**config.mk**
```make
export PLATFORM = sky130hd
export DESIGN_NAME = mecanum_wheel_speed_mixer
export DESIGN_NICKNAME = d
export VERILOG_FILES = /design/src/hdl/mwsm_pkg.sv /design/src/hdl/mecanum_wheel_speed_mixer.sv
export SDC_FILE = /design/constraint.sdc
export NUM_CORES = 2
export LEC_CHECK = 0
export BUFFER_PORTS_ARGS = -buffer_cell sky130_fd_sc_hd__buf_2
export CAP_MARGIN = 20
export CELL_PAD_IN_SITES_DETAIL_PLACEMENT = 0
export CELL_PAD_IN_SITES_GLOBAL_PLACEMENT = 1
export CORE_AREA = 5 5 286 288
export CTS_CLUSTER_SIZE = 16
export DETAILED_ROUTE_END_ITERATION = 8
export DIE_AREA = 0 0 291 293
export GPL_TIMING_DRIVEN = 0
export PLACE_DENSITY = 0.81
export SYNTH_ARGS = -nofsm -noshare
export SYNTH_HDL_FRONTEND = slang
export SYNTH_SLANG_ARGS = --single-unit
```
**constraint.sdc**
```tcl
create_clock -name clock -period 8.67 [get_ports clock]
set_clock_uncertainty 0.15 [all_clocks]
set_input_delay 1.734 -clock clock [delete_from_list [all_inputs] [get_ports clock]]
set_output_delay 1.734 -clock clock [all_outputs]
set_load 0.05 [all_outputs]
```
**src/hdl/mwsm_pkg.sv**
```systemverilog
// Shared package for the mecanum wheel speed mixer.
// Holds field widths, command codes, register indexes and reset values.
// No dependencies.
`timescale 1ns / 1ps

package mwsm_pkg;

   localparam int MODE_W    = 3;
   localparam int SPEED_W   = 16;
   localparam int SERVO_W   = 2;
   localparam int ARM_W     = 16;
   localparam int GAIN_W    = 20;
   localparam int LIMIT_W   = 23;
   localparam int WHEEL_W   = 24;
   localparam int NWHEEL    = 4;
   localparam int CSR_IDX_W = 3;
   localparam int CSR_DAT_W = 23;

   localparam int TMAG_W     = 32;
   localparam int PROD_W     = TMAG_W + GAIN_W;
   localparam int FRAC_SHIFT = 24;
   localparam int MAG_W      = PROD_W - FRAC_SHIFT;

   localparam logic [CSR_IDX_W-1:0] CSR_ARM_LENGTH = 3'd0;
   localparam logic [CSR_IDX_W-1:0] CSR_RPM_GAIN   = 3'd1;
   localparam logic [CSR_IDX_W-1:0] CSR_LIMIT_FL   = 3'd2;

   localparam logic [ARM_W-1:0]   ARM_RESET   = 16'd9830;
   localparam logic [GAIN_W-1:0]  GAIN_RESET  = 20'd48917;
   localparam logic [LIMIT_W-1:0] LIMIT_RESET = 23'd76800;

   localparam logic [WHEEL_W-1:0] WHEEL_POS_MAX = 24'h7FFFFF;
   localparam logic [WHEEL_W-1:0] WHEEL_NEG_MAG = 24'h800000;

   typedef enum logic [MODE_W-1:0] {
      MODE_STOP    = 3'd0,
      MODE_FORWARD = 3'd1,
      MODE_BACK    = 3'd2,
      MODE_LEFT    = 3'd3,
      MODE_RIGHT   = 3'd4,
      MODE_CCW     = 3'd5,
      MODE_CW      = 3'd6,
      MODE_NONE    = 3'd7
   } mode_type;

   localparam logic [SERVO_W-1:0] SERVO_CMD_CLOSE = 2'd0;
   localparam logic [SERVO_W-1:0] SERVO_CMD_OPEN  = 2'd1;

   localparam logic [SERVO_W-1:0] SERVO_ACT_NONE  = 2'd0;
   localparam logic [SERVO_W-1:0] SERVO_ACT_OPEN  = 2'd1;
   localparam logic [SERVO_W-1:0] SERVO_ACT_CLOSE = 2'd2;

   typedef enum logic [1:0] {
      KIND_ZERO,
      KIND_LINEAR,
      KIND_ROTATE
   } kind_type;

   typedef struct packed {
      logic [NWHEEL-1:0]  neg;
      logic               stop;
      logic [SERVO_W-1:0] servo_action;
   } side_type;

   // Wheels whose body term has the opposite sign of the commanded speed.
   // Bit 0 is front left, then front right, rear left, rear right.
   function automatic logic [NWHEEL-1:0] wheel_flip(input mode_type mode);
      logic [NWHEEL-1:0] flip;
      case (mode)
         MODE_FORWARD: flip = 4'b0101;
         MODE_BACK:    flip = 4'b1010;
         MODE_LEFT:    flip = 4'b0011;
         MODE_RIGHT:   flip = 4'b1100;
         MODE_CW:      flip = 4'b1111;
         default:      flip = 4'b0000;
      endcase
      return flip;
   endfunction

   function automatic kind_type mode_kind(input mode_type mode);
      kind_type kind;
      case (mode)
         MODE_FORWARD, MODE_BACK, MODE_LEFT, MODE_RIGHT: kind = KIND_LINEAR;
         MODE_CCW, MODE_CW:                              kind = KIND_ROTATE;
         default:                                        kind = KIND_ZERO;
      endcase
      return kind;
   endfunction

   function automatic logic [SERVO_W-1:0] servo_map(input logic [SERVO_W-1:0] cmd);
      logic [SERVO_W-1:0] act;
      case (cmd)
         SERVO_CMD_OPEN:  act = SERVO_ACT_OPEN;
         SERVO_CMD_CLOSE: act = SERVO_ACT_CLOSE;
         default:         act = SERVO_ACT_NONE;
      endcase
      return act;
   endfunction

endpackage

```
**src/hdl/mecanum_wheel_speed_mixer.sv**
```systemverilog
// Top level of the mecanum wheel speed mixer: a four stage pipeline from
// motion command to four saturated wheel speeds. Depends on mwsm_pkg.
//
//   Channel  Direction  Handshake              Contents
//   req_     in         req_valid/req_ready    mode, speed, servo command
//   rsp_     out        rsp_valid/rsp_ready    four wheel rpm, flags
//   csr_     in         csr_valid/csr_ready    register index, write data
//
// A transaction accepted on req_ passes through the stage registers in order
// to rsp_, and a new one can be accepted in every cycle in which req_ready
// is high. Each stage holds its item while the next one is full and
// stalled, so backpressure from rsp_ready ripples back to req_ready.
// Reset clears the stage valid bits and loads the register reset values.
// The configuration port is always ready.
`timescale 1ns / 1ps

module mecanum_wheel_speed_mixer
   import mwsm_pkg::*;
(
   input  logic                        clock,
   input  logic                        reset,

   input  logic                        req_valid,
   output logic                        req_ready,
   input  logic [MODE_W-1:0]           req_mode,
   input  logic signed [SPEED_W-1:0]   req_speed,
   input  logic [SERVO_W-1:0]          req_servo_cmd,

   output logic                        rsp_valid,
   input  logic                        rsp_ready,
   output logic signed [WHEEL_W-1:0]   rsp_wheel_front_left,
   output logic signed [WHEEL_W-1:0]   rsp_wheel_front_right,
   output logic signed [WHEEL_W-1:0]   rsp_wheel_rear_left,
   output logic signed [WHEEL_W-1:0]   rsp_wheel_rear_right,
   output logic                        rsp_stop_motors,
   output logic [SERVO_W-1:0]          rsp_servo_action,
   output logic                        rsp_was_scaled,

   input  logic                        csr_valid,
   output logic                        csr_ready,
   input  logic [CSR_IDX_W-1:0]        csr_index,
   input  logic [CSR_DAT_W-1:0]        csr_wdata
);

   // Only one body velocity component is nonzero for any mode, so all four
   // wheels share one magnitude. The front left wheel then always wins the
   // maximum, and scaling by limit/max maps every wheel exactly onto the
   // front left limit. The other three limits never bind, so their writes
   // are accepted and dropped.

   logic [ARM_W-1:0]   arm_ff;
   logic [GAIN_W-1:0]  gain_ff;
   logic [LIMIT_W-1:0] limit_ff;

   logic v1_ff, v2_ff, v3_ff, v4_ff;
   logic rdy1, rdy2, rdy3, rdy4;

   logic [SPEED_W-1:0] abs_s_ff;
   kind_type           kind_ff;
   side_type           side1_ff, side2_ff, side3_ff, side4_ff;
   logic [TMAG_W-1:0]  tmag_ff;
   logic [PROD_W-1:0]  prod_ff;

   logic [WHEEL_W-1:0] wheel_in [NWHEEL];
   logic [WHEEL_W-1:0] wheel_ff [NWHEEL];
   logic               scaled_in, scaled_ff;

   logic [SPEED_W-1:0] abs_s_in;
   logic [TMAG_W-1:0]  tmag_in;
   logic [PROD_W-1:0]  round_sum;
   logic [MAG_W-1:0]   mag;
   logic [MAG_W-1:0]   mag_lim;

   assign rdy4 = !v4_ff || rsp_ready;
   assign rdy3 = !v3_ff || rdy4;
   assign rdy2 = !v2_ff || rdy3;
   assign rdy1 = !v1_ff || rdy2;

   assign req_ready = rdy1;
   assign csr_ready = 1'b1;

   always_ff @(posedge clock) begin
      if (reset) begin
         arm_ff   <= ARM_RESET;
         gain_ff  <= GAIN_RESET;
         limit_ff <= LIMIT_RESET;
      end else if (csr_valid) begin
         case (csr_index)
            CSR_ARM_LENGTH: arm_ff   <= csr_wdata[ARM_W-1:0];
            CSR_RPM_GAIN:   gain_ff  <= csr_wdata[GAIN_W-1:0];
            CSR_LIMIT_FL:   limit_ff <= csr_wdata[LIMIT_W-1:0];
            default:        ;
         endcase
      end
   end

   always_ff @(posedge clock) begin
      if (reset) begin
         v1_ff <= 1'b0;
         v2_ff <= 1'b0;
         v3_ff <= 1'b0;
         v4_ff <= 1'b0;
      end else begin
         if (rdy1) v1_ff <= req_valid;
         if (rdy2) v2_ff <= v1_ff;
         if (rdy3) v3_ff <= v2_ff;
         if (rdy4) v4_ff <= v3_ff;
      end
   end

   assign abs_s_in = req_speed[SPEED_W-1] ? SPEED_W'(-req_speed) : req_speed;

   always_comb begin
      case (kind_ff)
         KIND_LINEAR: tmag_in = {abs_s_ff, 16'h0000};
         KIND_ROTATE: tmag_in = TMAG_W'(abs_s_ff * arm_ff);
         default:     tmag_in = '0;
      endcase
   end

   assign round_sum = prod_ff + (PROD_W'(1) << (FRAC_SHIFT - 1));
   assign mag       = round_sum[PROD_W-1:FRAC_SHIFT];
   assign scaled_in = mag > MAG_W'(limit_ff);
   assign mag_lim   = scaled_in ? MAG_W'(limit_ff) : mag;

   always_comb begin
      for (int i = 0; i < NWHEEL; i++) begin
         if (side3_ff.neg[i]) begin
            if (mag_lim > MAG_W'(WHEEL_NEG_MAG)) wheel_in[i] = WHEEL_NEG_MAG;
            else                                 wheel_in[i] = -mag_lim[WHEEL_W-1:0];
         end else begin
            if (mag_lim > MAG_W'(WHEEL_POS_MAX)) wheel_in[i] = WHEEL_POS_MAX;
            else                                 wheel_in[i] = mag_lim[WHEEL_W-1:0];
         end
      end
   end

   always_ff @(posedge clock) begin
      if (rdy1) begin
         abs_s_ff               <= abs_s_in;
         kind_ff                <= mode_kind(mode_type'(req_mode));
         side1_ff.neg           <= wheel_flip(mode_type'(req_mode))
                                   ^ {NWHEEL{req_speed[SPEED_W-1]}};
         side1_ff.stop          <= mode_type'(req_mode) == MODE_STOP;
         side1_ff.servo_action  <= servo_map(req_servo_cmd);
      end
      if (rdy2) begin
         tmag_ff  <= tmag_in;
         side2_ff <= side1_ff;
      end
      if (rdy3) begin
         prod_ff  <= PROD_W'(tmag_ff * gain_ff);
         side3_ff <= side2_ff;
      end
      if (rdy4) begin
         wheel_ff  <= wheel_in;
         scaled_ff <= scaled_in;
         side4_ff  <= side3_ff;
      end
   end

   assign rsp_valid             = v4_ff;
   assign rsp_wheel_front_left  = wheel_ff[0];
   assign rsp_wheel_front_right = wheel_ff[1];
   assign rsp_wheel_rear_left   = wheel_ff[2];
   assign rsp_wheel_rear_right  = wheel_ff[3];
   assign rsp_stop_motors       = side4_ff.stop;
   assign rsp_servo_action      = side4_ff.servo_action;
   assign rsp_was_scaled        = scaled_ff;

endmodule

```
==> results by group <==
Critical path
  – R2R Setup Slk: 0.18 ns
  – Worst path most repeated cell: fa_1
  – Worst R2R Path Depth: 23
  – Critical Path Max Stage Delay: 0.72 ns
  – Setup CP Type: register to register
  – Worst R2R Start: gain_ff[19]
  – Worst path bufs/invs: 3
  – CP delay by family, top: adder cells
  – Worst EP arrival: 8.63 ns
  – Worst R2R End: prod_ff[49]
  – CP Cell Sequence: clkbuf_2 -> and2_1 -> fa_1 -> fa_1 -> fa_1 -> fa_1 -> fa_1 -> fa_1 -> inv_1 -> fa_1 -> inv_1 -> ha_1 -> o21a_1 -> o2111a_1 -> a221oi_1 -> o21ai_2 -> nor2_4 -> o21a_1 -> o21ai_0 -> a221oi_2 -> o21bai_1 -> a21o_1 -> xor2_1
  – Critical Path RT: 8.81 ns
  – Crit path launch type: register
  – Worst setup EP type: register
  – Critical Path Fanout Max: 10
  – Slowest CP cell: dfxtp_1

Timing
  – Final period util: 97.9%
  – Final Hold Slack: 0.262 ns
  – Relative slew slack: 28.5%
  – Final setup margin: 0.183 ns
  – Slew Viols, Final: 0
  – Hold Vio Cnt, Final: 0
  – Slew @ Worst Pin: 1.06 ns
  – Fmax: 0.118 GHz
  – Min Tclk post-route: 8.49 ns
  – Setup-failing EPs final: 0

Die
  – Die W: 291 um
  – DIE AREA: 85,300 um2
  – Initial core utilization: 50.6%
  – Site Rows: 103
  – Num ports: 155
  – CORE AREA: 78,600 um2
  – Die Height: 293 um

Yosys
  – Compound-gate portion of the synthesized area: 4.96%
  – Yosys reg bits: 263
  – Main synth FF type: edfxtp_1
  – Mapped cell area: 39,800 um2
  – Register area share after synthesis: 18.3%
  – Syn avg cell area: 9.43 um2
  – Syn nets: 5,290
  – Post-Synth Simple-Gate Area: 17.2%
  – Largest family of logic cells by synthesized area: adder cells
  – Mux contribution to synthesized area: 0.129%
  – Xor/xnor share of the synthesized area: 3.61%
  – Yosys warning total: 0
  – Post-synthesis cell type count: 81
  – Async S/R FF share, synth: 0%
  – Adder-cell share of the synthesized area: 45.9%
  – EDFF count, synth: 200
  – Syn Inst Count: 4,216

Power and ir drop
  – VDD IR max: 392 uV
  – Static leakage: 21.3 nW
  – Net Sw Frac: 52.8%
  – Combinational cell fraction of total power: 77.8%
  – Internal: 7.29 mW
  – PwrDens: 360 nW/um2
  – Clock power frac: 7.9%
  – Seq pwr share: 14.3%
  – Sw Pwr: 8.17 mW

Route
  – 1st-iter DRT viols: 2,483
  – Post-route ant nets: 0
  – Avg Vias per Cell: 5.38
  – DR vias: 29,432
  – Wire length per cell: 21.9 um
  – Drt pass-1 iters: 5
  – DRT Wirelength: 120,000 um
  – DRC violations left: 0

GRT
  – Initial antenna violation count: 6
  – All-Layer GR Usage: 28.4%
  – Number of global-route vias before repair: 31,172
  – Largest net degree at the start of global routing: 72
  – Grt ovf: 0
  – First-pass GRT wire length: 187,000 um

Placement
  – Worst slack, placed: -0.711 ns
  – Routability cong.: 0.964
  – Dpl hpwl: 96,900 um
  – Placement Cell Area: 41,900 um2
  – Port bufs: 151

Clock tree
  – Htree depth: 1
  – Clock transition at path regs: 0.07 ns
  – Total CTS buffers: 28
  – Clk sinks: 263
  – Hold_buf cts: 0
  – TritonCTS clock tree: done
  – Clk_lat worst skew: 0.56 ns
  – Clock Tree Buf Depth: 3
  – CTS Root Cell: clkbuf_16

Min path
  – Hold path depth: 0
  – Hold_sp: side2_ff[4]
  – Worst Hold End: side3_ff[4]
  – Min-delay worst type: register to register

Cells and area
  – P&R area growth vs syn: 8.07%
  – Fraction of layout cells with a size suffix above 1: 7.29%
  – Final core utilization: 54.7%
  – Fill count: 7,275
  – Fin area: 43,000 um2
  – Nets: 5,472

Job
  – Number of max-cap violations: 0

Run status
  – Status: finished, final reports clean
-- cells in the final DEF, fill, tap and decap left out, drive strengths merged, types with 6 or more instances in the layout --
master	instances
o21ai	69
clkinv	8
a21o	35
and3	16
nor2	95
or2	8
fa	729
buf	166
nand4	17
xnor2	63
a21oi	109
clkbuf	238
nor2b	21
xor2	101
o31ai	9
a22oi	6
dfxtp	63
or3	17
nand2b	12
o211ai	9
ha	293
a211oi	8
o21a	19
and2	418
nor4	8
nand2	706
o21bai	7
nand3	50
nor3	25
a211o	7
edfxtp	200
inv	826
a31oi	8
-- power by group through the flow --
stage | combinational, mW | sequential [mW] | clock [mW]
floorplan | 7.71 | 2.93 | 0
global placement | 11.8 | 2.23 | 0
detailed placement | 11.9 | 2.23 | 0
CTS | 12.0 | 2.20 | 1.24
global route | 13.3 | 2.24 | 1.30
finish | 12.0 | 2.21 | 1.22
-- cell usage after synthesis, types with 4 or more instances --
cell / n / area, um2
nand2b_1: 12 / 75.1
nor4_1: 8 / 50.1
and2b_2: 4 / 35.0
and2_1: 418 / 2620
inv_1: 822 / 3090
o21a_1: 19 / 143
o31ai_1: 9 / 67.6
nor2_1: 94 / 353
o21ai_0: 63 / 315
edfxtp_1: 200 / 6010
nor3_1: 24 / 120
o211ai_1: 9 / 67.6
clkbuf_1: 201 / 754
a21o_1: 35 / 263
o21ai_1: 6 / 30.0
buf_6: 5 / 56.3
or2_2: 6 / 37.5
or3_1: 16 / 100
a31oi_1: 8 / 50.1
nand3_1: 48 / 240
dfxtp_1: 63 / 1260
nand2_1: 706 / 2650
xnor2_1: 63 / 552
nand4_1: 16 / 100
o21bai_1: 7 / 52.6
a22oi_1: 5 / 37.5
xor2_1: 101 / 885
ha_1: 293 / 3670
a211oi_1: 8 / 60.1
a21oi_1: 108 / 541
nor2b_1: 21 / 131
o2111ai_1: 4 / 35.0
mux2i_1: 4 / 40.0
fa_1: 729 / 14600
a211o_1: 7 / 61.3
and3_1: 15 / 93.8
-- layout make-up --
type                            instances  area [um2]  area share, %
Sequential cell                       263        7270           16.9
Inverter                              823        3090           7.19
Buffer                                211         943           2.19
Clock buffer                           39         835           1.94
Antenna cell                            3        7.51         0.0175
Multi-Input combinational cell       2917       28600           66.5
Tap cell                             1050        1310           3.06
Clock inverter                         13         108          0.250
Timing Repair Buffer                  154         818           1.90
-- registers in the layout, summed over array words and instances (netlist names) --
signal / cells
rsp_servo_action: 2
rsp_valid: 1
v2_ff: 1
abs_s_ff: 16
arm_ff: 16
limit_ff: 23
tmag_ff: 32
side1_ff: 7
kind_ff: 2
side2_ff: 7
rsp_wheel_rear_right: 24
side3_ff: 7
rsp_wheel_front_left: 24
gain_ff: 20
rsp_was_scaled: 1
v3_ff: 1
rsp_wheel_rear_left: 24
prod_ff: 29
rsp_stop_motors: 1
v1_ff: 1
rsp_wheel_front_right: 24
-- metrics by stage --
| stage | cells | power [mW] | TNS, ns |
|---|---|---|---|
| 5_1_grt | 5471 | 16.9 | -0.0132 |
| 3_3_place_gp | 5417 | 14.1 | -2.82 |
| 2_1_floorplan | 4216 | 10.6 | 0 |
| 6_report | 5473 | 15.5 | 0 |
| 3_5_place_dp | 5418 | 14.1 | -2.91 |
| 4_1_cts | 5470 | 15.5 | 0 |
-- worst max-delay path by stage --
stage	start	to	cells past startpoint
2_1_floorplan	gain_ff[5]	prod_ff[49]	26
3_3_place_gp	gain_ff[3]	prod_ff[49]	25
3_5_place_dp	gain_ff[3]	prod_ff[49]	25
4_1_cts	gain_ff[2]	prod_ff[49]	25
5_1_grt	tmag_ff[19]	prod_ff[51]	24
6_report	gain_ff[19]	prod_ff[49]	23
-- logic make-up (layout without fill, tap and decap cells) --
kind of cell	Yosys count	in the layout
compound gates	310	310
xor+xnor	164	164
fa+ha+maj	1022	1022
buf+inv	1036	1240
flops	263	263
mux	5	5
other cells	1	4
simple gates	1415	1415
-- worst reg2reg max path, stage by stage, from the launching register on --
cell	delay, ns
dfxtp_1	0.72
clkbuf_2	0.41
and2_1	0.20
fa_1	0.44
fa_1	0.56
fa_1	0.46
fa_1	0.56
fa_1	0.49
fa_1	0.50
inv_1	0.05
fa_1	0.47
inv_1	0.04
ha_1	0.27
o21a_1	0.23
o2111a_1	0.30
a221oi_1	0.43
o21ai_2	0.24
nor2_4	0.27
o21a_1	0.22
o21ai_0	0.24
a221oi_2	0.46
o21bai_1	0.15
a21o_1	0.20
xor2_1	0.16
-- per-layer routing --
layer  global-route usage, %  wire, um  vias up
met5                       0         0        -
met4                    9.01      5010        0
met3                    5.74     10900      272
met2                    45.9     55000     1213
met1                    39.0     48700    14789
li1                        -         -    13158
-- repair_timing --
item | in CTS | in global routing
resized for setup | 23 | 135
endpoints found under the hold margin | 0 | 0
endpoints found under the setup margin | 9 | 5
buffers inserted | 0 | 1
pin swaps | 0 | 1
(Power assumes the default switching activity.)
